$ cat src/ster_pkg.sv
`timescale 1ns / 1ps

package ster_pkg;

    localparam int CFG_IDX_W  = 2;
    localparam int CFG_DATA_W = 16;
    localparam int POS_W      = 12;
    localparam int BTN_W      = 4;

    // register indexes on the configuration port
    localparam logic [CFG_IDX_W-1:0] CFG_SLOW    = 2'd0;
    localparam logic [CFG_IDX_W-1:0] CFG_MID     = 2'd1;
    localparam logic [CFG_IDX_W-1:0] CFG_FAST    = 2'd2;
    localparam logic [CFG_IDX_W-1:0] CFG_STARTUP = 2'd3;

    localparam logic [7:0]  SLOW_RESET    = 8'd18;
    localparam logic [7:0]  MID_RESET     = 8'd14;
    localparam logic [7:0]  FAST_RESET    = 8'd9;
    localparam logic [15:0] STARTUP_RESET = 16'd1000;

    // run kinds, also the packet_kind field
    localparam logic KIND_TEST = 1'b0;
    localparam logic KIND_POS  = 1'b1;

    localparam logic [7:0] TEST_BYTE0 = 8'hA0;
    localparam logic [7:0] TEST_BYTE1 = 8'h04;
    localparam logic [7:0] TEST_FILL  = 8'h00;

    localparam logic [2:0] TEST_LAST_IDX = 3'd3;
    localparam logic [2:0] POS_LAST_IDX  = 3'd4;

    // one reply or packet waiting to be serialized
    typedef struct packed {
        logic             kind;
        logic             fast_baud;
        logic [7:0]       status;
        logic [POS_W-1:0] x;
        logic [POS_W-1:0] y;
    } t_run;

endpackage

$ cat src/ster_item_if.sv
`timescale 1ns / 1ps

interface ster_item_if;
    logic        valid;
    logic        ready;
    logic [1:0]  func;
    logic [7:0]  rx_byte;
    logic [11:0] pos_x;
    logic [11:0] pos_y;
    logic [3:0]  press_mask;
    logic [3:0]  release_mask;

    modport source (
        output valid, func, rx_byte, pos_x, pos_y, press_mask, release_mask,
        input  ready
    );
    modport sink (
        input  valid, func, rx_byte, pos_x, pos_y, press_mask, release_mask,
        output ready
    );
endinterface

$ cat src/ster_result_if.sv
`timescale 1ns / 1ps

interface ster_result_if;
    logic       valid;
    logic       ready;
    logic [7:0] tx_byte;
    logic       tx_fast_baud;
    logic       packet_kind;
    logic       last_of_run;

    modport source (
        output valid, tx_byte, tx_fast_baud, packet_kind, last_of_run,
        input  ready
    );
    modport sink (
        input  valid, tx_byte, tx_fast_baud, packet_kind, last_of_run,
        output ready
    );
endinterface

$ cat src/ster_front.sv
`timescale 1ns / 1ps

module ster_front (
    input  logic                                i_clk,
    input  logic                                i_rst_n,
    input  logic                                i_cfg_we,
    input  logic [ster_pkg::CFG_IDX_W-1:0]      i_cfg_idx,
    input  logic [ster_pkg::CFG_DATA_W-1:0]     i_cfg_data,
    input  logic                                i_take,
    input  logic [1:0]                          i_func,
    input  logic [7:0]                          i_rx_byte,
    input  logic [ster_pkg::POS_W-1:0]          i_pos_x,
    input  logic [ster_pkg::POS_W-1:0]          i_pos_y,
    input  logic [ster_pkg::BTN_W-1:0]          i_press_mask,
    input  logic [ster_pkg::BTN_W-1:0]          i_release_mask,
    output logic                                o_push,
    output ster_pkg::t_run                      o_run
);

    localparam logic [1:0] FUNC_HOST   = 2'd0;
    localparam logic [1:0] FUNC_BREAK  = 2'd1;
    localparam logic [1:0] FUNC_TICK   = 2'd2;
    localparam logic [1:0] FUNC_UPDATE = 2'd3;

    localparam logic [7:0] CMD_BAUD   = 8'h42; // B
    localparam logic [7:0] CMD_STREAM = 8'h52; // R
    localparam logic [7:0] CMD_SLOW   = 8'h4B; // K
    localparam logic [7:0] CMD_MID    = 8'h4C; // L
    localparam logic [7:0] CMD_FAST   = 8'h4D; // M
    localparam logic [7:0] CMD_POLL   = 8'h50; // P
    localparam logic [7:0] CMD_IDLE   = 8'h44; // D
    localparam logic [7:0] CMD_TEST   = 8'h54; // T

    localparam logic [1:0] RATE_SLOW = 2'd0;
    localparam logic [1:0] RATE_MID  = 2'd1;
    localparam logic [1:0] RATE_FAST = 2'd2;

    logic [7:0]  r_slow, r_mid, r_fast_p;
    logic [15:0] r_startup;

    logic                        r_test_done, n_test_done;
    logic                        r_stream, n_stream;
    logic                        r_fast_baud, n_fast_baud;
    logic [1:0]                  r_rate, n_rate;
    logic [7:0]                  r_tick, n_tick;
    logic [15:0]                 r_sc, n_sc;
    logic [ster_pkg::BTN_W-1:0]  r_held, n_held, r_pp, n_pp, r_pr, n_pr;
    logic [7:0]                  r_last, n_last;
    logic [ster_pkg::POS_W-1:0]  r_cur_x, n_cur_x, r_cur_y, n_cur_y;
    logic [ster_pkg::POS_W-1:0]  r_rep_x, n_rep_x, r_rep_y, n_rep_y;

    logic [ster_pkg::BTN_W-1:0]  held1;
    logic [7:0]                  base_status;
    logic                        changed;
    logic [7:0]                  period_raw, period;
    logic [15:0]                 delay;
    logic [7:0]                  tick_next;
    logic [15:0]                 sc_next;
    logic                        do_test, do_report, polled, send;

    assign held1       = r_held | r_pp;
    assign base_status = {2'b01, 1'b0, held1, 1'b0};
    // bit 0 of each coordinate is noise and does not count as a change
    assign changed = (r_rep_x[ster_pkg::POS_W-1:1] != r_cur_x[ster_pkg::POS_W-1:1])
                  || (r_rep_y[ster_pkg::POS_W-1:1] != r_cur_y[ster_pkg::POS_W-1:1])
                  || (r_last[4:0] != base_status[4:0]);

    always_comb begin
        case (r_rate)
            RATE_MID:  period_raw = r_mid;
            RATE_FAST: period_raw = r_fast_p;
            default:   period_raw = r_slow;
        endcase
    end
    assign period    = (period_raw == 8'd0) ? 8'd1 : period_raw;
    assign delay     = (r_startup == 16'd0) ? 16'd1 : r_startup;
    assign tick_next = r_tick + 8'd1;
    assign sc_next   = (r_sc == 16'hFFFF) ? r_sc : r_sc + 16'd1;

    always_comb begin
        n_test_done = r_test_done;
        n_stream    = r_stream;
        n_fast_baud = r_fast_baud;
        n_rate      = r_rate;
        n_tick      = r_tick;
        n_sc        = r_sc;
        n_held      = r_held;
        n_pp        = r_pp;
        n_pr        = r_pr;
        n_last      = r_last;
        n_cur_x     = r_cur_x;
        n_cur_y     = r_cur_y;
        n_rep_x     = r_rep_x;
        n_rep_y     = r_rep_y;
        do_test     = 1'b0;
        do_report   = 1'b0;
        polled      = 1'b0;
        send        = 1'b0;
        o_push      = 1'b0;
        o_run       = '0;

        if (i_take) begin
            unique case (i_func)
                FUNC_HOST: begin
                    if (r_test_done) begin
                        unique case (i_rx_byte)
                            CMD_BAUD:   n_fast_baud = 1'b1;
                            CMD_STREAM: n_stream = 1'b1;
                            CMD_SLOW: begin
                                n_rate = RATE_SLOW;
                                n_tick = 8'd0;
                            end
                            CMD_MID: begin
                                n_rate = RATE_MID;
                                n_tick = 8'd0;
                            end
                            CMD_FAST: begin
                                if (r_fast_baud) begin
                                    n_rate = RATE_FAST;
                                    n_tick = 8'd0;
                                end
                            end
                            CMD_POLL: begin
                                do_report = 1'b1;
                                polled    = 1'b1;
                                n_stream  = 1'b0;
                            end
                            CMD_IDLE:   n_stream = 1'b0;
                            CMD_TEST:   do_test = 1'b1;
                            default: ;
                        endcase
                    end
                end
                FUNC_BREAK: do_test = r_test_done;
                FUNC_TICK: begin
                    if (tick_next >= period) begin
                        n_tick    = 8'd0;
                        do_report = r_test_done && r_stream;
                    end else begin
                        n_tick = tick_next;
                    end
                    if (!r_test_done) begin
                        n_sc    = sc_next;
                        do_test = (sc_next >= delay);
                    end
                end
                FUNC_UPDATE: begin
                    n_cur_x = i_pos_x;
                    n_cur_y = i_pos_y;
                    n_pp    = r_pp | i_press_mask;
                    n_pr    = r_pr | i_release_mask;
                end
                default: ;
            endcase
        end

        // a report and a self test never come from the same item
        if (do_report) begin
            send   = polled || changed;
            n_held = held1 & ~r_pr;
            n_pp   = '0;
            n_pr   = '0;
            n_last = {send, base_status[6:0]};
            if (send) begin
                o_push          = 1'b1;
                o_run.kind      = ster_pkg::KIND_POS;
                o_run.fast_baud = r_fast_baud;
                o_run.status    = {send, base_status[6:0]};
                o_run.x         = r_cur_x;
                o_run.y         = r_cur_y;
                n_rep_x         = r_cur_x;
                n_rep_y         = r_cur_y;
            end
        end
        if (do_test) begin
            o_push          = 1'b1;
            o_run.kind      = ster_pkg::KIND_TEST;
            o_run.fast_baud = 1'b0;
            n_fast_baud     = 1'b0;
            n_stream        = 1'b0;
            n_cur_x         = '0;
            n_cur_y         = '0;
            n_rep_x         = '0;
            n_rep_y         = '0;
            n_last          = '0;
            n_held          = '0;
            n_pp            = '0;
            n_pr            = '0;
            n_rate          = RATE_SLOW;
            n_tick          = 8'd0;
            n_test_done     = 1'b1;
        end
    end

    always_ff @(posedge i_clk) begin
        if (!i_rst_n) begin
            r_slow    <= ster_pkg::SLOW_RESET;
            r_mid     <= ster_pkg::MID_RESET;
            r_fast_p  <= ster_pkg::FAST_RESET;
            r_startup <= ster_pkg::STARTUP_RESET;
        end else if (i_cfg_we) begin
            unique case (i_cfg_idx)
                ster_pkg::CFG_SLOW:    r_slow    <= i_cfg_data[7:0];
                ster_pkg::CFG_MID:     r_mid     <= i_cfg_data[7:0];
                ster_pkg::CFG_FAST:    r_fast_p  <= i_cfg_data[7:0];
                ster_pkg::CFG_STARTUP: r_startup <= i_cfg_data;
                default: ;
            endcase
        end
    end

    always_ff @(posedge i_clk) begin
        if (!i_rst_n) begin
            r_test_done <= 1'b0;
            r_stream    <= 1'b0;
            r_fast_baud <= 1'b0;
            r_rate      <= RATE_SLOW;
            r_tick      <= 8'd0;
            r_sc        <= 16'd0;
            r_held      <= '0;
            r_pp        <= '0;
            r_pr        <= '0;
            r_last      <= 8'd0;
            r_cur_x     <= '0;
            r_cur_y     <= '0;
            r_rep_x     <= '0;
            r_rep_y     <= '0;
        end else begin
            r_test_done <= n_test_done;
            r_stream    <= n_stream;
            r_fast_baud <= n_fast_baud;
            r_rate      <= n_rate;
            r_tick      <= n_tick;
            r_sc        <= n_sc;
            r_held      <= n_held;
            r_pp        <= n_pp;
            r_pr        <= n_pr;
            r_last      <= n_last;
            r_cur_x     <= n_cur_x;
            r_cur_y     <= n_cur_y;
            r_rep_x     <= n_rep_x;
            r_rep_y     <= n_rep_y;
        end
    end

endmodule

$ cat src/ster_queue.sv
`timescale 1ns / 1ps

module ster_queue (
    input  logic           i_clk,
    input  logic           i_rst_n,
    input  logic           i_push,
    input  ster_pkg::t_run i_run,
    input  logic           i_pop,
    output logic           o_full,
    output logic           o_valid,
    output ster_pkg::t_run o_run
);

    ster_pkg::t_run r_mem [2];
    logic           r_wr, r_rd;
    logic [1:0]     r_cnt;

    assign o_full  = (r_cnt == 2'd2);
    assign o_valid = (r_cnt != 2'd0);
    assign o_run   = r_mem[r_rd];

    always_ff @(posedge i_clk) begin
        if (i_push) begin
            r_mem[r_wr] <= i_run;
        end
    end

    always_ff @(posedge i_clk) begin
        if (!i_rst_n) begin
            r_wr  <= 1'b0;
            r_rd  <= 1'b0;
            r_cnt <= 2'd0;
        end else begin
            if (i_push) begin
                r_wr <= ~r_wr;
            end
            if (i_pop) begin
                r_rd <= ~r_rd;
            end
            case ({i_push, i_pop})
                2'b10:   r_cnt <= r_cnt + 2'd1;
                2'b01:   r_cnt <= r_cnt - 2'd1;
                default: r_cnt <= r_cnt;
            endcase
        end
    end

endmodule

$ cat src/ster_back.sv
`timescale 1ns / 1ps

module ster_back (
    input  logic           i_clk,
    input  logic           i_rst_n,
    input  logic           i_valid,
    input  ster_pkg::t_run i_run,
    output logic           o_pop,
    ster_result_if.source  o_result
);

    logic [2:0] r_idx;
    logic       r_valid;
    logic [7:0] r_byte;
    logic       r_baud, r_kind, r_last;

    logic       load;
    logic       is_last;
    logic [7:0] sel_byte;

    assign load    = i_valid && (!r_valid || o_result.ready);
    assign is_last = (i_run.kind == ster_pkg::KIND_POS) ? (r_idx == ster_pkg::POS_LAST_IDX)
                                                        : (r_idx == ster_pkg::TEST_LAST_IDX);
    assign o_pop   = load && is_last;

    always_comb begin
        if (i_run.kind == ster_pkg::KIND_POS) begin
            case (r_idx)
                3'd0:    sel_byte = i_run.status;
                3'd1:    sel_byte = {2'b00, i_run.x[5:0]};
                3'd2:    sel_byte = {2'b00, i_run.x[11:6]};
                3'd3:    sel_byte = {2'b00, i_run.y[5:0]};
                default: sel_byte = {2'b00, i_run.y[11:6]};
            endcase
        end else begin
            case (r_idx)
                3'd0:    sel_byte = ster_pkg::TEST_BYTE0;
                3'd1:    sel_byte = ster_pkg::TEST_BYTE1;
                default: sel_byte = ster_pkg::TEST_FILL;
            endcase
        end
    end

    always_ff @(posedge i_clk) begin
        if (load) begin
            r_byte <= sel_byte;
            r_baud <= i_run.fast_baud;
            r_kind <= i_run.kind;
            r_last <= is_last;
        end
    end

    always_ff @(posedge i_clk) begin
        if (!i_rst_n) begin
            r_idx   <= 3'd0;
            r_valid <= 1'b0;
        end else begin
            if (load) begin
                r_valid <= 1'b1;
                r_idx   <= is_last ? 3'd0 : r_idx + 3'd1;
            end else if (o_result.ready) begin
                r_valid <= 1'b0;
            end
        end
    end

    assign o_result.valid        = r_valid;
    assign o_result.tx_byte      = r_byte;
    assign o_result.tx_fast_baud = r_baud;
    assign o_result.packet_kind  = r_kind;
    assign o_result.last_of_run  = r_last;

endmodule

$ cat src/serial_tablet_report_engine_unit.sv
`timescale 1ns / 1ps

// Serial tablet report engine.
// i_item carries one event per item: a host command byte, a line break, a
// millisecond tick or a pointer update. o_result carries one byte to the
// host per item, tagged with its line speed, its run kind (self-test reply
// or position packet) and a flag on the final byte of each run.
// The configuration port writes the three report periods and the startup
// delay, one register per cycle with i_cfg_we high.
// The front accepts one item per cycle while its two-entry run queue has
// room; an item that causes nothing is still taken. The first byte of a
// run is registered in the queue and then in the serializer's output
// register, and the serializer sends one byte per cycle while o_result is
// ready: four for a self-test reply, five for a position packet, so the
// byte output sets the pace. When the receiver stalls, the current byte
// holds, the queue fills, and i_item.ready drops while the queue holds
// two runs, the run being sent counted until its last byte is loaded for
// output. Synchronous reset restores the default periods and clears all
// control state; the first self test follows the startup delay in ticks.
module serial_tablet_report_engine_unit (
    input  logic                            i_clk,
    input  logic                            i_rst_n,
    input  logic                            i_cfg_we,
    input  logic [ster_pkg::CFG_IDX_W-1:0]  i_cfg_idx,
    input  logic [ster_pkg::CFG_DATA_W-1:0] i_cfg_data,
    ster_item_if.sink                       i_item,
    ster_result_if.source                   o_result
);

    logic           push, pop, full, q_valid, take;
    ster_pkg::t_run run_in, run_out;

    assign i_item.ready = !full;
    assign take         = i_item.valid && !full;

    ster_front u_front (
        .i_clk          (i_clk),
        .i_rst_n        (i_rst_n),
        .i_cfg_we       (i_cfg_we),
        .i_cfg_idx      (i_cfg_idx),
        .i_cfg_data     (i_cfg_data),
        .i_take         (take),
        .i_func         (i_item.func),
        .i_rx_byte      (i_item.rx_byte),
        .i_pos_x        (i_item.pos_x),
        .i_pos_y        (i_item.pos_y),
        .i_press_mask   (i_item.press_mask),
        .i_release_mask (i_item.release_mask),
        .o_push         (push),
        .o_run          (run_in)
    );

    ster_queue u_queue (
        .i_clk   (i_clk),
        .i_rst_n (i_rst_n),
        .i_push  (push),
        .i_run   (run_in),
        .i_pop   (pop),
        .o_full  (full),
        .o_valid (q_valid),
        .o_run   (run_out)
    );

    ster_back u_back (
        .i_clk    (i_clk),
        .i_rst_n  (i_rst_n),
        .i_valid  (q_valid),
        .i_run    (run_out),
        .o_pop    (pop),
        .o_result (o_result)
    );

endmodule

$ cat src/flat_wrapper.sv
// flat-port wrapper written by rule: the top's interface ports become plain ports
module serial_tablet_report_engine_unit_flat 
  (i_clk, i_rst_n, i_cfg_we, i_cfg_idx, i_cfg_data, i_item_valid, i_item_func, i_item_rx_byte, i_item_pos_x, i_item_pos_y, i_item_press_mask, i_item_release_mask, i_item_ready, o_result_valid, o_result_tx_byte, o_result_tx_fast_baud, o_result_packet_kind, o_result_last_of_run, o_result_ready);
  ster_item_if i_item_i ();
  ster_result_if o_result_i ();
  input  logic i_clk;
  input  logic i_rst_n;
  input  logic i_cfg_we;
  input  logic [ster_pkg::CFG_IDX_W-1:0] i_cfg_idx;
  input  logic [ster_pkg::CFG_DATA_W-1:0] i_cfg_data;
  input wire logic [$bits(i_item_i.valid)-1:0] i_item_valid;
  input wire logic [$bits(i_item_i.func)-1:0] i_item_func;
  input wire logic [$bits(i_item_i.rx_byte)-1:0] i_item_rx_byte;
  input wire logic [$bits(i_item_i.pos_x)-1:0] i_item_pos_x;
  input wire logic [$bits(i_item_i.pos_y)-1:0] i_item_pos_y;
  input wire logic [$bits(i_item_i.press_mask)-1:0] i_item_press_mask;
  input wire logic [$bits(i_item_i.release_mask)-1:0] i_item_release_mask;
  output wire logic [$bits(i_item_i.ready)-1:0] i_item_ready;
  output wire logic [$bits(o_result_i.valid)-1:0] o_result_valid;
  output wire logic [$bits(o_result_i.tx_byte)-1:0] o_result_tx_byte;
  output wire logic [$bits(o_result_i.tx_fast_baud)-1:0] o_result_tx_fast_baud;
  output wire logic [$bits(o_result_i.packet_kind)-1:0] o_result_packet_kind;
  output wire logic [$bits(o_result_i.last_of_run)-1:0] o_result_last_of_run;
  input wire logic [$bits(o_result_i.ready)-1:0] o_result_ready;
  assign i_item_i.valid = i_item_valid;
  assign i_item_i.func = i_item_func;
  assign i_item_i.rx_byte = i_item_rx_byte;
  assign i_item_i.pos_x = i_item_pos_x;
  assign i_item_i.pos_y = i_item_pos_y;
  assign i_item_i.press_mask = i_item_press_mask;
  assign i_item_i.release_mask = i_item_release_mask;
  assign i_item_ready = i_item_i.ready;
  assign o_result_valid = o_result_i.valid;
  assign o_result_tx_byte = o_result_i.tx_byte;
  assign o_result_tx_fast_baud = o_result_i.tx_fast_baud;
  assign o_result_packet_kind = o_result_i.packet_kind;
  assign o_result_last_of_run = o_result_i.last_of_run;
  assign o_result_i.ready = o_result_ready;
  serial_tablet_report_engine_unit u_core (.i_clk(i_clk), .i_rst_n(i_rst_n), .i_cfg_we(i_cfg_we), .i_cfg_idx(i_cfg_idx), .i_cfg_data(i_cfg_data), .i_item(i_item_i), .o_result(o_result_i));
endmodule
$ cat config.mk
export PLATFORM = sky130hd
export DESIGN_NAME = serial_tablet_report_engine_unit_flat
export DESIGN_NICKNAME = d
export VERILOG_FILES = /design/src/ster_pkg.sv /design/src/ster_item_if.sv /design/src/ster_result_if.sv /design/src/ster_front.sv /design/src/ster_queue.sv /design/src/ster_back.sv /design/src/serial_tablet_report_engine_unit.sv /design/src/flat_wrapper.sv
export SDC_FILE = /design/constraint.sdc
export NUM_CORES = 1
export LEC_CHECK = 0
export BUFFER_PORTS_ARGS = -buffer_cell sky130_fd_sc_hd__clkbuf_2
export CAP_MARGIN = 20
export CORE_AREA = 2 2 162 117
export DETAILED_ROUTE_END_ITERATION = 8
export DIE_AREA = 0 0 164 119
export MAX_ROUTING_LAYER = met4
export PLACE_DENSITY = 0.76
export RECOVER_POWER = 50
export SLEW_MARGIN = 20
export SYNTH_ARGS = -nofsm -noshare
export SYNTH_HDL_FRONTEND = slang
export SYNTH_HIERARCHICAL = 1
export SYNTH_SLANG_ARGS = --single-unit
$ cat constraint.sdc
create_clock -name i_clk -period 7.2 [get_ports i_clk]
set_input_delay 0 -clock i_clk [delete_from_list [all_inputs] [get_ports i_clk]]
set_output_delay 0 -clock i_clk [all_outputs]
set_load 0.005 [all_outputs]
Word level (Yosys, flattened, before mapping)
Memories as Yosys holds them, arrays and structs flattened. A register that Yosys moved wholly into a read port is not among the register bits.
Index checks and enable logic that the tools add are counted.
Word-level totals
  register bits: 152
  latch bits: 0
  bits in writable memories: 68
  bits in read-only memories: 0
  input port bits: 65
  memories: 1
Operators by class
  $add $sub $neg: 5
  multiply operators: 0
  div/mod/pow operators: 0
  $lt $le $gt $ge: 2
  equal/unequal tests: 31
  shift operators: 0
  mux-type cells: 42
  bitwise gates (word level): 9
  reduce and logical (&&, ||, !) cells: 36
Memory list
  u_core.u_queue.r_mem: depth 2, width 34, read ports 1, clocked after memory_dff 1, write ports 1, line ster_queue.sv:14  | ster_pkg::t_run r_mem [2];
Operators with widths (number)
  $mux W34: 2
  $eq A8 B7 Y1 const B: 8
  $pmux W8 S2: 4
  $mux W8: 5
  $mux W16: 2
  $pmux W8 S4: 1
  $ne A11 B11 Y1: 2
  $mux W1: 20
  $add A16 B1 Y16 const B: 1
  $eq A16 B16 Y1 const B: 1
  $ge A16 B16 Y1: 1
  $logic_not A16 Y1: 1
  $eq A2 B2 Y1 const B: 7
  $or A4 B4 Y4: 3
  $reduce_and A2 Y1: 6
  $reduce_and A5 Y1: 2
  $reduce_bool A2 Y1: 5
  $add A8 B1 Y8 const B: 1
  $eq A2 B1 Y1 const B: 4
  $ge A8 B8 Y1: 1
  $logic_not A8 Y1: 1
  $reduce_and A4 Y1: 2
  $eq A3 B2 Y1 const B: 2
  $ne A3 B3 Y1 const B: 2
  other kinds (25): 41

Logic depth before layout (Yosys ltp)
Gate-level depths: netlist of the first run.
  depth in word-level cells: 12
  gate-level depth with buffers: 20
  depth with buffers taken out: 19

By module
Netlist of the first run, hierarchy kept.
By module, submodules not included
  ster_front: times used 1, cells each 821, area each 6662.6 um^2, sequential area each 2622.5 um^2
  ster_queue: times used 1, cells each 128, area each 2663.8 um^2, sequential area each 2142.1 um^2
  ster_back: times used 1, cells each 81, area each 892.1 um^2, sequential area each 410.4 um^2
  serial_tablet_report_engine_unit: times used 1, cells each 2, area each 10.0 um^2, sequential area each 0.0 um^2

Worst setup path after synthesis of the first run
No wires, ideal clock.
  path kind: reg-to-reg
  start point: register u_core.u_front.r_sc[0]
  end point: memory u_core/u_queue/r_mem[0][0] in the netlist's numbering, enable pin
  arrival time: 4.328 ns
  required time: 6.773 ns
  setup slack: 2.445 ns
  stages on the path, launching flop included: 16
  path buffers: 0
  clock period less this slack: 4.755 ns
  cell sequence: dfxtp_1 ha_1 nand3_1 nor4_4 and2_1 nand2_1 nor2_1 mux2_2 ha_1 and4_1 nand2_1 nor3_1 a21oi_2 nand3b_1 inv_1 nor2_1
On the way
  longest elaborated chain between the ends: 9
  elaborated cells between the ends (all ways): 10
  those cells by class: add/sub (1); order compare (1); eq/ne (1); mux (7)
RTL lines
  from (decl): line ster_front.sv:46  | logic [15:0] r_sc, n_sc;
  from (signal assigned): line ster_front.sv:234  | r_sc <= n_sc;
  $add A16 B1 Y16 / $eq A16 B16 Y1 (equally long branches): line ster_front.sv:78  | assign sc_next = (r_sc == 16'hFFFF) ? r_sc : r_sc + 16'd1;
  $mux W16 *: line ster_front.sv:78
  net u_core.u_front.sc_next[14]: line ster_front.sv:58  | logic [15:0] sc_next;
  $ge A16 B16 Y1 *: line ster_front.sv:144  | do_test = (sc_next >= delay);
  $mux W1 *: line ster_front.sv:142  | if (!r_test_done) begin
  $pmux W1 S3 *: line ster_front.sv:103  | unique case (i_func)
  $mux W1 *: line ster_front.sv:102  | if (i_take) begin
  $mux W1 *: line ster_front.sv:175  | if (do_test) begin
  net u_core.push: line serial_tablet_report_engine_unit.sv:30  | logic push, pop, full, q_valid, take;
  $mux W1 *: line ster_queue.sv:23  | if (i_push) begin
  $mux W1 (not written as such) *: line ster_queue.sv:24  | r_mem[r_wr] <= i_run;
  to (decl): line ster_queue.sv:14
Mark *: on every way through the listed nets, which the timed path passes. The rest lies on a longest branch.

Final worst setup path of the first run
  start point: register u_core.u_front.r_rate[0]
  end point: register u_core.u_queue.r_cnt[1]
On the way
  longest elaborated chain between the ends: 12
  elaborated cells between the ends (all ways): 15
  those cells by class: order compare (1); eq/ne (4); mux (8); reduce/logical (2)
RTL lines
  from (decl): line ster_front.sv:44  | logic [1:0] r_rate, n_rate;
  from (signal assigned): line ster_front.sv:232  | r_rate <= n_rate;
  $eq A2 B2 Y1 / $eq A2 B1 Y1 (equally long branches): line ster_front.sv:69  | case (r_rate)
  $pmux W8 S2 *: line ster_front.sv:69
  $logic_not A8 Y1: line ster_front.sv:75  | assign period = (period_raw == 8'd0) ? 8'd1 : period_raw;
  $mux W8 *: line ster_front.sv:75
  $ge A8 B8 Y1 *: line ster_front.sv:136  | if (tick_next >= period) begin
  $mux W1 *: line ster_front.sv:136
  $pmux W1 S2 *: line ster_front.sv:103
  $mux W1 *: line ster_front.sv:102
  $mux W1 *: line ster_front.sv:158  | if (do_report) begin
  $mux W1 *: line ster_front.sv:175
  net u_core.push: line serial_tablet_report_engine_unit.sv:30
  $eq A2 B1 Y1 / $eq A2 B2 Y1 (equally long branches): line ster_queue.sv:40  | case ({i_push, i_pop})
  $pmux W2 S2 / $reduce_bool A2 Y1 (equally long branches)
  to (signal assigned): line ster_queue.sv:41  | 2'b10: r_cnt <= r_cnt + 2'd1;
  to (signal assigned): line ster_queue.sv:42  | 2'b01: r_cnt <= r_cnt - 2'd1;
  to (signal assigned): line ster_queue.sv:43  | default: r_cnt <= r_cnt;
  to (decl): line ster_queue.sv:16  | logic [1:0] r_cnt;
Marked as above.
A chain may end at the register's enable or synchronous reset.

==> results of run 1 <==
==> Yosys cell counts, types with 6 or more instances <==
master | count | area share [%]
o21ai_0 | 24 | 1.2
o21ai_1 | 13 | 0.64
o21a_1 | 7 | 0.51
nor2_1 | 56 | 2.1
buf_2 | 19 | 0.93
xnor2_1 | 44 | 3.8
nor3_1 | 18 | 0.88
a21oi_1 | 108 | 5.3
a22oi_1 | 15 | 1.1
mux2_2 | 36 | 4.0
xor2_1 | 10 | 0.86
nand4_1 | 13 | 0.80
and2_1 | 6 | 0.37
and3_1 | 11 | 0.67
inv_1 | 57 | 2.1
nand3_1 | 38 | 1.9
edfxtp_1 | 79 | 23
dfxtp_1 | 140 | 27
mux2i_1 | 17 | 1.7
a211oi_1 | 6 | 0.44
nor2b_1 | 8 | 0.49
ha_1 | 35 | 4.3
o211ai_1 | 9 | 0.66
nand2_1 | 122 | 4.5
clkbuf_1 | 26 | 0.95
nor4_1 | 8 | 0.49
nand2b_1 | 10 | 0.61
==> metal layers <==
| layer | track usage (%) | wire length, um |
|---|---|---|
| met1 | 37.2 | 11100 |
| met2 | 33.5 | 9570 |
| met3 | 3.52 | 1460 |
| met4 | 5.04 | 319 |
| met5 | - | 0 |
==> kinds of logic after synthesis <==
| logic type | synth area share (%) |
|---|---|
| DFF | 50.6 |
| other | 0.0367 |
| adders and majority gates | 4.28 |
| buffers and inverters | 4.82 |
| xor gates and xnor gates | 4.62 |
| and+or+nand+nor | 16.0 |
| muxes | 5.63 |
| AOI/OAI and AO/OA | 14.0 |
==> worst max-delay path: cells and delay by family (launching register included) <==
kind | cells | cell delay, ns
flops | 1 | 0.35
compound gates | 6 | 1.53
simple gates | 6 | 1.54
buf+inv | 3 | 0.57
fa+ha+maj | 3 | 1.07
==> flip-flops by register name, summed over array words and instances (netlist names), 11 cells and up, named ones only <==
signal / count
u_core/u_front/r_sc: 16
u_core/u_front/r_startup: 16
u_core/u_front/r_cur_x: 12
u_core/u_queue/r_mem: 68
u_core/u_front/r_cur_y: 12
u_core/u_front/r_rep_y: 11
u_core/u_front/r_rep_x: 11
==> layout make-up <==
type | count | area, um^2
Clock buffer | 29 | 598
Clock inverter | 10 | 52.6
Fill cell | 1427 | 6380
Inverter | 57 | 214
Multi-Input combinational cell | 700 | 4520
Sequential cell | 219 | 5170
Tap cell | 242 | 303
Timing Repair Buffer | 142 | 996
==> layout by cell type (no fill, tap or decap), types with 4 or more instances in the layout <==
master,netlist,final
dfxtp_1,140,140
nand2_1,122,122
a21oi_1,108,110
edfxtp_1,79,79
clkbuf_2,0,70
dlygate4sd3_1,0,57
inv_1,57,57
nor2_1,56,56
xnor2_1,44,44
nand3_1,38,39
o21ai_0,24,35
ha_1,35,35
mux2_2,36,34
clkbuf_16,0,23
nor3_1,18,18
mux2i_1,17,17
clkbuf_1,26,16
a22oi_1,15,15
nand4_1,13,13
nand2b_1,10,11
and3_1,11,10
xor2_1,10,10
o211ai_1,9,9
nor4_1,8,9
nor2b_1,8,8
o21a_1,7,7
a211oi_1,6,6
clkinv_2,0,5
or3_1,5,5
a211oi_2,5,5
a311oi_1,5,5
nor2_2,5,5
buf_4,5,5
a222oi_1,4,4
and4_1,4,4
and2_1,6,4
a31oi_1,4,4
==> power by group <==
part | leakage, nW | internal, mW | switching (mW)
Combinational | 2.37 | 0.0668 | 0.0753
Sequential | 1.75 | 1.29 | 0.0140
Clock | 0.319 | 0.586 | 0.453
==> worst paths after layout <==
kind                                            startpoint  cells after the start  slack (ns)                         end
worst max-delay path              u_core/u_front/r_rate[0]                     18        2.03     u_core/u_queue/r_cnt[1]
worst min-delay path                              i_cfg_we                      4        0.04    u_core/u_front/r_slow[1]
worst max register to register    u_core/u_front/r_rate[0]                     18        2.03     u_core/u_queue/r_cnt[1]
worst min register to register  u_core/u_front/r_fast_p[7]                      2        0.46  u_core/u_front/r_fast_p[7]
==> stage by stage <==
step / utilization (%) / area (um^2) / instances / total power [mW] / setup slack, ns
after floorplan: - / 10200 / 1033 / 1.41 / 2.44
after global placement: 58.7 / 10700 / 1303 / 1.45 / 2.89
after detailed placement: 58.7 / 10700 / 1303 / 1.45 / 2.77
after CTS: 65.4 / 11900 / 1399 / 2.50 / 2.68
after global routing: 65.0 / 11900 / 1399 / 2.59 / 1.48
final: 65.0 / 11900 / 1399 / 2.49 / 2.03
==> metrics.txt, run 1 <==
Startpoint Class flip-flop; slowest CP cell nor2_1; Final GP Congestion 0.866; Avg Inst Size Synth 9.91 um^2; top_reg_cell synth dfxtp_1; Layout area overhead 15.9%; RSZ-0062 raised after global routing false; fin crit share between 70% and 80%; vias in the first global route between 7k and 8k; final worst clock skew ~0.011 ns; DIE WIDTH 164 um; Cells after Synth 1,032; Crit Path Class reg -> reg; CP Capture Type flip-flop; power per cell area between 200 and 250 nW/um^2; most numerous cell on the critical path ha_1; DRT iter0 DRCs 616; post-synthesis register bit count roughly 220; peak supply drop between 0.1 and 0.15 mV; Final #Nets 1,242; Antenna Cells 0; failing checks max-capacitance violations, max-slew violations; clock transition at the registers of the reported paths about 0.060 ns; CORE AREA 18,200 um^2; setup_tns 0 ns; drt wl/cell between 15 and 20 um; Least-Margin Pin Slew 1.89 ns; # setup viols final 0; Setup Buffers After CTS 0; total CTS buffers 22; first-pass GRT wire length between 30 and 40 mm; Starting Density 56.1%; number of I/O pins slightly below 80; Detailed Place HPWL between 10 and 15 mm; largest net degree at the start of global routing 75; WHS 0.0397 ns; CTS tree done; Post-Route WL between 20 and 25 mm; Fmax achieved 193 MHz; critical path data required time about 7.6 ns; Unique masters post-synth 73; critical path arrival approximately 5.6 ns; status finished with violations; IO buf count slightly below 80; Die H 119 um; clock sink count 219; Seq/Total Area, Yosys about half; CP Cell Sequence inv_1, ha_1, nor2_1, a21oi_1, nand4_1, o221ai_1, ha_1, nand2b_1, a2111o_1, a21oi_1, a211oi_2, clkbuf_1, nor2_1, nand3b_1, inv_1, ha_1, or3_1, a21boi_1; drt via density 5.61; ys async rst share 0%; critical path fanouts, max 23; residual DRC count 0; initial antenna violation count 0; Final min period around 5.2 ns; first-pass iteration count of the detailed router 6; Total GRT Usage between 20% and 30%; number of synthesis warnings 6; PostCTS Resize Cnt 0; clock root buffer clkbuf_16; final hold viol count 0; fraction of layout cells with a size suffix above 1 between 10% and 20%; DR vias approximately 8k; final global-route overflow total 0; Slew headroom -25.9%; slowest stage delay, CP about 0.62 ns; Leakage approximately 4.4 nW; Clock Latency Late Sink 0.50 ns; max_cap viols 1; Post-synth EDFFs 79; # hold bufs at CTS 57; # rows 42; Final Max Tran Viols 35; CTS Buffer Depth 3; H-tree depth 1; mapped cell area between 10,000 and 15,000 um^2; die area 19,500 um^2; Hold Path Class in -> reg; Final ANT Viol Nets 0
(Power assumes the default switching activity.)
==> run 2: changes to the inputs <==
==> constraint.sdc (replaced) <==
create_clock -name i_clk -period 5.1 [get_ports i_clk]
set_input_delay 0 -clock i_clk [delete_from_list [all_inputs] [get_ports i_clk]]
set_output_delay 0 -clock i_clk [all_outputs]
set_load 0.005 [all_outputs]
==> run 2 against run 1 <==
  * The run still ends with max-capacitance violations, max-slew violations left
  * Critical path type unchanged
  * Cell count is 0.14% higher
  * Sequential power is 41% higher
  * Global-route usage is 1.2 points higher
  * Fmax is 16% higher
  * Clock power is 50% higher
==> metrics.txt, run 2 (synthesized netlist as in run 1, its figures left out) <==
status finished with violations (unchanged); failing checks max-capacitance violations, max-slew violations (unchanged); Antenna Cells 0 (unchanged); setup_tns 0 ns (unchanged); die area 19,500 um^2 (unchanged); clock root buffer clkbuf_16 (unchanged); Hold Path Class in -> reg (unchanged); number of I/O pins 78 (unchanged); Setup Buffers After CTS 0 (unchanged); # setup viols final 0 (unchanged); drt via density 5.70 (was 5.61); DIE WIDTH 164 um (unchanged); final hold viol count 0 (unchanged); DRT iter0 DRCs 889 (was 616); CP Cell Sequence inv_1, ha_1, nor2_1, a21oi_1, nand4_1, o221ai_1, ha_1, nand2b_1, a2111o_1, a21oi_1, a211oi_2, buf_4, nor2_1, nand3b_1, inv_1, ha_1, or3_1, a21boi_1 (was inv_1, ha_1, nor2_1, a21oi_1, nand4_1, o221ai_1, ha_1, nand2b_1, a2111o_1, a21oi_1, a211oi_2, clkbuf_1, nor2_1, nand3b_1, inv_1, ha_1, or3_1, a21boi_1); clock share of power 43.1% (was 41.7%); CORE AREA 18,200 um^2 (unchanged); Total GRT Usage 25.3% (was 24.1%); Die H 119 um (unchanged); Final #Nets 1,244 (was 1,242); power per cell area 302 nW/um^2 (was 210 nW/um^2); Fmax achieved 225 MHz (was 193 MHz); Gate power share 5.7% (about the same); H-tree depth 1 (unchanged); total CTS buffers 22 (unchanged); CP Capture Type flip-flop (unchanged); residual DRC count 0 (unchanged); PostCTS Resize Cnt 0 (unchanged); Pint 2.82 mW (was 1.95 mW); Final min period 4.44 ns (was 5.17 ns); fraction of layout cells with a size suffix above 1 14.8% (was 14.1%); Detailed Place HPWL 15.2 mm (was 14.9 mm); Clock Latency Late Sink 0.50 ns (about the same); first-pass iteration count of the detailed router 6 (unchanged); # rows 42 (unchanged); biggest regs u_core/u_queue/r_mem x68, u_core/u_front/r_sc x16, u_core/u_front/r_startup x16 (unchanged); peak supply drop 0.165 mV (was 0.131 mV); Starting Density 56.1% (unchanged); Final Max Tran Viols 35 (unchanged); fin crit share 87.2% (was 71.8%); Slew headroom -33.1% (was -25.9%); slowest stage delay, CP 0.54 ns (was 0.62 ns); DR vias 7,988 (was 7,855); critical path data required time 5.53 ns (was 7.62 ns); first-pass GRT wire length 38.6 mm (was 36.9 mm); Final GP Congestion 0.851 (was 0.866); most numerous cell on the critical path ha_1 (unchanged); IO buf count 77 (unchanged); Startpoint Class flip-flop (unchanged); largest net degree at the start of global routing 75 (unchanged); Least-Margin Pin Slew 2.00 ns (was 1.89 ns); slowest CP cell ha_1 (was nor2_1); max_cap viols 1 (unchanged); # hold bufs at CTS 58 (was 57); critical path fanouts, max 23 (unchanged); fill cell count 1,394 (was 1,427); Switching Fraction 21.8% (about the same); max reg flops 68 (unchanged); clock sink count 219 (unchanged); RSZ-0062 raised after global routing false (unchanged); share of total power in sequential cells 51.1% (was 52.5%); Crit Path Class reg -> reg (unchanged); CTS tree done (unchanged); Biggest register u_core/u_queue/r_mem (unchanged); CTS Buffer Depth 3 (unchanged); most common cell after layout, fill and taps aside dfxtp_1 (unchanged); Layout area overhead 16.9% (was 15.9%); Leakage 4.49 nW (was 4.44 nW); most frequent cells in the layout 140 x dfxtp_1, 122 x nand2_1, 109 x a21oi_1, 79 x edfxtp_1, 71 x clkbuf_2 (was 140 x dfxtp_1, 122 x nand2_1, 110 x a21oi_1, 79 x edfxtp_1, 70 x clkbuf_2); critical path arrival 4.87 ns (was 5.59 ns); clock transition at the registers of the reported paths 0.06 ns (about the same); final global-route overflow total 0 (unchanged); total power draw 3.61 mW (was 2.49 mW); Buf+Inv Stages, Crit Path 3 (unchanged); Post-Route WL 23.7 mm (was 22.4 mm); initial antenna violation count 0 (unchanged); drt wl/cell 16.9 um (was 16.0 um); Psw 787 uW (was 542 uW); Final ANT Viol Nets 0 (unchanged); final worst clock skew 0.0117 ns (was 0.0115 ns); vias in the first global route 7,589 (was 7,192); CP delay by family, top compound AO/OA/AOI/OAI gates (was simple AND/OR/NAND/NOR gates)
[run 2: area by class of cell]
type                       instances  area, um^2  area share (%)
clock inverter                    12        88.8           0.743
tap                              242         303            2.53
clock buffer                      27         611            5.11
sequential                       219        5170            43.3
multi-input combinational        700        4540            38.0
inverter                          57         214            1.79
timing repair buffer             144        1030            8.59
[run 2: per-stage QoR]
stage	instance area, um^2	std cells	worst slack, ns	utilization [%]	hold slack (ns)
floorplan	10200	1033	0.345	-	0.117
global placement	10700	1304	1.01	58.8	0.222
detailed placement	10700	1304	0.901	58.8	0.230
CTS	12000	1401	0.829	65.8	0.0311
global route	12000	1401	0.321	65.6	0.0576
finish	12000	1401	0.655	65.6	0.0565
[run 2: per-layer routing]
metal | global-route usage, % | share of wire [%]
met5 | - | 0
met4 | 6.09 | 1.9
met3 | 3.62 | 5.4
met2 | 36.3 | 44
met1 | 37.8 | 49
[run 2: path summary, 6_finish.rpt]
check                      startpoint                  endpoint  slack [ns]  cells past startpoint
min                           i_rst_n  u_core/u_front/r_slow[4]        0.06                      2
max reg2reg  u_core/u_front/r_rate[0]   u_core/u_queue/r_cnt[1]        0.66                     18
min reg2reg    u_core/u_front/r_pr[3]  u_core/u_front/r_held[3]        0.45                      1
max          u_core/u_front/r_rate[0]   u_core/u_queue/r_cnt[1]        0.66                     18
[run 2: worst reg2reg max path, stage by stage (launching register included)]
cell and delay (ns):
dfxtp_1 0.35, inv_1 0.05, ha_1 0.54, nor2_1 0.10, a21oi_1 0.23, nand4_1 0.16, o221ai_1 0.20, ha_1 0.25
nand2b_1 0.14, a2111o_1 0.40, a21oi_1 0.41, a211oi_2 0.09, buf_4 0.23, nor2_1 0.18, nand3b_1 0.14, inv_1 0.12
ha_1 0.27, or3_1 0.36, a21boi_1 0.14
[run 2: power groups by stage]
stage	logic [mW]	clock network, mW	registers (mW)
after floorplan	0.110	0	1.88
after global placement	0.165	0	1.88
after detailed placement	0.167	0	1.88
after CTS	0.203	1.58	1.84
after global routing	0.227	1.66	1.85
final	0.207	1.56	1.85
==> run 3: changes to the inputs <==
--- a/config.mk
+++ b/config.mk
@@ -5,13 +5,14 @@
 export SDC_FILE = /design/constraint.sdc
 export NUM_CORES = 1
 export LEC_CHECK = 0
+export ABC_AREA = 1
 export BUFFER_PORTS_ARGS = -buffer_cell sky130_fd_sc_hd__clkbuf_2
 export CAP_MARGIN = 20
-export CORE_AREA = 2 2 162 117
+export CORE_AREA = 2 2 167 120
 export DETAILED_ROUTE_END_ITERATION = 8
-export DIE_AREA = 0 0 164 119
+export DIE_AREA = 0 0 169 122
 export MAX_ROUTING_LAYER = met4
-export PLACE_DENSITY = 0.76
+export PLACE_DENSITY_LB_ADDON = 0.15
 export RECOVER_POWER = 50
 export SLEW_MARGIN = 20
 export SYNTH_ARGS = -nofsm -noshare
==> run 3 against run 2 <==
  * The flow still finishes with violations (max-capacitance violations, max-slew violations)
  * First-iteration DRC count decreased by 33%
  * Global-route usage decreased by 1.5 points
  * Register-to-register slack improved by 0.40 ns
  * Cell count increased by 21%
  * Non-clock buffer count increased by 3
  * Largest cell class unchanged
  * Critical path depth increased by 2
  * Highest routed layer unchanged
  * Combinational power increased by 61%
  * Sequential share of layout area decreased by 2.5 points
==> metrics.txt, run 3 <==
fraction of layout cells with a size suffix above 1 11.8% (was 14.8%); Final min period 4.04 ns (was 4.44 ns); residual DRC count 0 (unchanged); number of synthesis warnings 6 (unchanged); most common cell in the netlist nand2_1 (was dfxtp_1); final worst clock skew 0.0158 ns (was 0.0117 ns); Worst Slack Setup Final 1.06 ns (was 0.655 ns); status finished with violations (unchanged); Fmax achieved 247 MHz (was 225 MHz); pre-CTS setup slack 1.18 ns (was 0.901 ns); vias in the first global route 7,665 (was 7,589); Reg area 5170 um^2 (unchanged); failing checks max-capacitance violations, max-slew violations (unchanged); total CTS buffers 23 (was 22); Least-Margin Pin Slew 2.48 ns (was 2.00 ns); CORE AREA 19,300 um^2 (was 18,200 um^2); Die H 122 um (was 119 um); H-tree depth 1 (unchanged); Final Max Tran Viols 86 (was 35); Pint 2.96 mW (was 2.82 mW); top_reg_cell synth dfxtp_1 (unchanged); power per cell area 306 nW/um^2 (was 302 nW/um^2); fin util 66.0% (was 65.6%); Gate power share 8.6% (was 5.7%); Total GRT Usage 23.8% (was 25.3%); biggest regs u_core/u_queue/r_mem x68, u_core/u_front/r_sc x16, u_core/u_front/r_startup x16 (unchanged); post-synthesis register bit count 219 (unchanged); # setup viols final 0 (unchanged); Area after DPL 11,400 um^2 (was 10,700 um^2); WHS 0.0238 ns (was 0.0565 ns); FF-to-FF setup slack 1.06 ns (was 0.66 ns); drt wl/cell 14.1 um (was 16.9 um); DRT iter0 DRCs 600 (was 889); initial antenna violation count 0 (unchanged); fin area 12,700 um^2 (was 12,000 um^2); fill cell count 1,610 (was 1,394); Hold Path Sink u_core/u_front/r_fast_baud (was u_core/u_front/r_slow[4]); die area 20,600 um^2 (was 19,500 um^2); Post-synth EDFFs 79 (unchanged); first-pass iteration count of the detailed router 5 (was 6); Critical R2R Capture u_core/u_queue/r_mem[0][10] (was u_core/u_queue/r_cnt[1]); IO buf count 77 (unchanged); final cell count without fillers 1,691 (was 1,401); Hold Path Class in -> reg (unchanged); CP Capture Type flip-flop (unchanged); Final #Nets 1,527 (was 1,244); CTS Buffer Depth 3 (unchanged); Psw 926 uW (was 787 uW); DIE WIDTH 169 um (was 164 um); Switching Fraction 23.8% (was 21.8%); Post-Route WL 23.8 mm (was 23.7 mm); top post-synthesis cells by area dfxtp_1 26%, edfxtp_1 22%, nand2_1 8.4%, nor2_1 6.9%, inv_1 6.4% (was dfxtp_1 27%, edfxtp_1 23%, a21oi_1 5.3%, nand2_1 4.5%, ha_1 4.3%); max_cap viols 2 (was 1); Final ANT Viol Nets 0 (unchanged); max reg flops 68 (unchanged); number of I/O pins 78 (unchanged); cell count after placement 1,586 (was 1,304); mapped cell area 10,900 um^2 (was 10,200 um^2); Worst Hold Launch i_item_rx_byte[6] (was i_rst_n); Antenna Cells 0 (unchanged); clock transition at the registers of the reported paths 0.06 ns (about the same); drt via density 5.00 (was 5.70); clock root buffer clkbuf_16 (unchanged); critical path data required time 5.25 ns (was 5.53 ns); Final GP Congestion 0.870 (was 0.851); # rows 43 (was 42); Leakage 6.13 nW (was 4.49 nW); fin crit share 79.3% (was 87.2%); Synth top cells by count 242 x nand2_1, 199 x nor2_1, 184 x inv_1, 140 x dfxtp_1, 79 x edfxtp_1 (was 140 x dfxtp_1, 122 x nand2_1, 108 x a21oi_1, 79 x edfxtp_1, 57 x inv_1); area leader, netlist dfxtp_1 (unchanged); Register-to-Register Path Depth 20 (was 18); ys async rst share 0% (unchanged); critical path arrival 4.19 ns (was 4.87 ns); Clock Latency Late Sink 0.52 ns (was 0.50 ns); share of total power in sequential cells 48.2% (was 51.1%); DR vias 8,455 (was 7,988); Biggest register u_core/u_queue/r_mem (unchanged); Unique masters post-synth 49 (was 73); most common cell after layout, fill and taps aside nand2_1 (was dfxtp_1); most frequent cells in the layout 241 x nand2_1, 199 x nor2_1, 184 x inv_1, 140 x dfxtp_1, 79 x edfxtp_1 (was 140 x dfxtp_1, 122 x nand2_1, 109 x a21oi_1, 79 x edfxtp_1, 71 x clkbuf_2); clock share of power 43.2% (was 43.1%); Cells after Synth 1,293 (was 1,032); final hold viol count 0 (unchanged); Avg Inst Size Synth 8.40 um^2 (was 9.91 um^2); total power draw 3.89 mW (was 3.61 mW); Crit Path Class reg -> reg (unchanged); Starting Density 56.4% (was 56.1%); RSZ-0062 raised after global routing false (unchanged); largest net degree at the start of global routing 51 (was 75); clock sink count 219 (unchanged); Slew headroom -65.3% (was -33.1%); Seq/Total Area, Yosys 47.6% (was 50.6%); critical path fanouts, max 36 (was 23); hold depth 5 (was 2); Layout area overhead 16.9% (about the same); Startpoint Class flip-flop (unchanged); Synth top area share 25.8% (was 27.4%); final global-route overflow total 0 (unchanged); area occupied by multi-input gates 4660 um^2 (was 4540 um^2); Detailed Place HPWL 16.3 mm (was 15.2 mm); worst r2r src u_core/u_front/r_rate[0] (unchanged); first-pass GRT wire length 38.1 mm (was 38.6 mm); peak supply drop 0.283 mV (was 0.165 mV); CTS tree done (unchanged); setup_tns 0 ns (unchanged)
## run 3: changes by cell type after synthesis, moves of 11 or more
cell      change
a22oi_1      -15
nor2_1      +143
xnor2_1      -33
nand2_1     +120
xor2_1       +20
mux2_4       +30
and3_1       -11
o21ai_0      +38
inv_1       +127
nand3_1      +33
a21oi_1      -54
mux2_2       -32
clkbuf_1     -11
buf_2        -13
## run 3: layer usage
metal	track usage, %	vias to the layer above	routed length, um	share of wire [%]
met5	-	-	0	0
met1	35.9	3798	12300	52
li1	-	4409	-	-
met4	5.77	0	476	2.0
met3	3.54	41	1420	6.0
met2	33.4	207	9630	40
## run 3: layout make-up
class                      instances  share of cell area, %
sequential                       219                   40.7
multi-input combinational        841                   36.7
timing repair buffer             147                   8.34
inverter                         195                   5.77
clock buffer                      29                   4.95
tap                              247                   2.43
clock inverter                    13                   1.05
## run 3: cell families after synthesis
logic type      Yosys count  synth area share (%)
buf+inv                 234                  9.27
fa+ha+maj                35                  4.03
compound gates          145                  7.38
flops                   219                  47.6
xor+xnor                 41                  3.31
simple gates            562                  21.8
other cells               1                0.0345
mux                      56                  6.59
## run 3: how the worst max path moves through the flow
| stage | cells after the start | slack, ns | startpoint | to |
|---|---|---|---|---|
| 2_1_floorplan | 20 | 0.79 | u_core/u_front/r_rate[0] | u_core/u_queue/r_mem[0][0] |
| 3_3_place_gp | 20 | 1.34 | u_core/u_front/r_rate[0] | u_core/u_queue/r_mem[0][7] |
| 3_5_place_dp | 20 | 1.18 | u_core/u_front/r_rate[0] | u_core/u_queue/r_mem[0][33] |
| 4_1_cts | 20 | 1.16 | u_core/u_front/r_rate[0] | u_core/u_queue/r_mem[0][10] |
| 5_1_grt | 12 | 0.71 | flip-flop | u_core/u_queue/r_cnt[1] |
| 6_report | 20 | 1.06 | u_core/u_front/r_rate[0] | u_core/u_queue/r_mem[0][10] |
## run 3: power groups by stage
| stage | sequential [mW] | clock (mW) | combinational [mW] |
|---|---|---|---|
| global route | 1.88 | 1.78 | 0.374 |
| CTS | 1.87 | 1.71 | 0.331 |
| detailed placement | 1.91 | 0 | 0.294 |
| floorplan | 1.90 | 0 | 0.214 |
| global placement | 1.91 | 0 | 0.289 |
| finish | 1.87 | 1.68 | 0.334 |
## run 3: what timing repair did
action | 4_1_cts | 5_1_grt
resized for setup | 0 | 0
buffers inserted | 0 | 0
hold buffers | 63 | 0
endpoints found under the hold margin | 79 | 0
## run 3: critical path, cell delays in order (launching register included)
cell and delay (ns):
dfxtp_1 0.35, inv_1 0.05, ha_1 0.38, clkinv_1 0.27, nand3_1 0.15, o21ai_0 0.12, nand3_1 0.10, o22ai_1 0.08
ha_1 0.18, inv_1 0.05, a21oi_1 0.05, o21ai_0 0.16, nand2_1 0.07, nand3_1 0.17, nand2_1 0.13, nand2_4 0.33
nand2_8 0.23, nand2_1 0.18, inv_1 0.08, nor2_2 0.07, buf_4 0.41
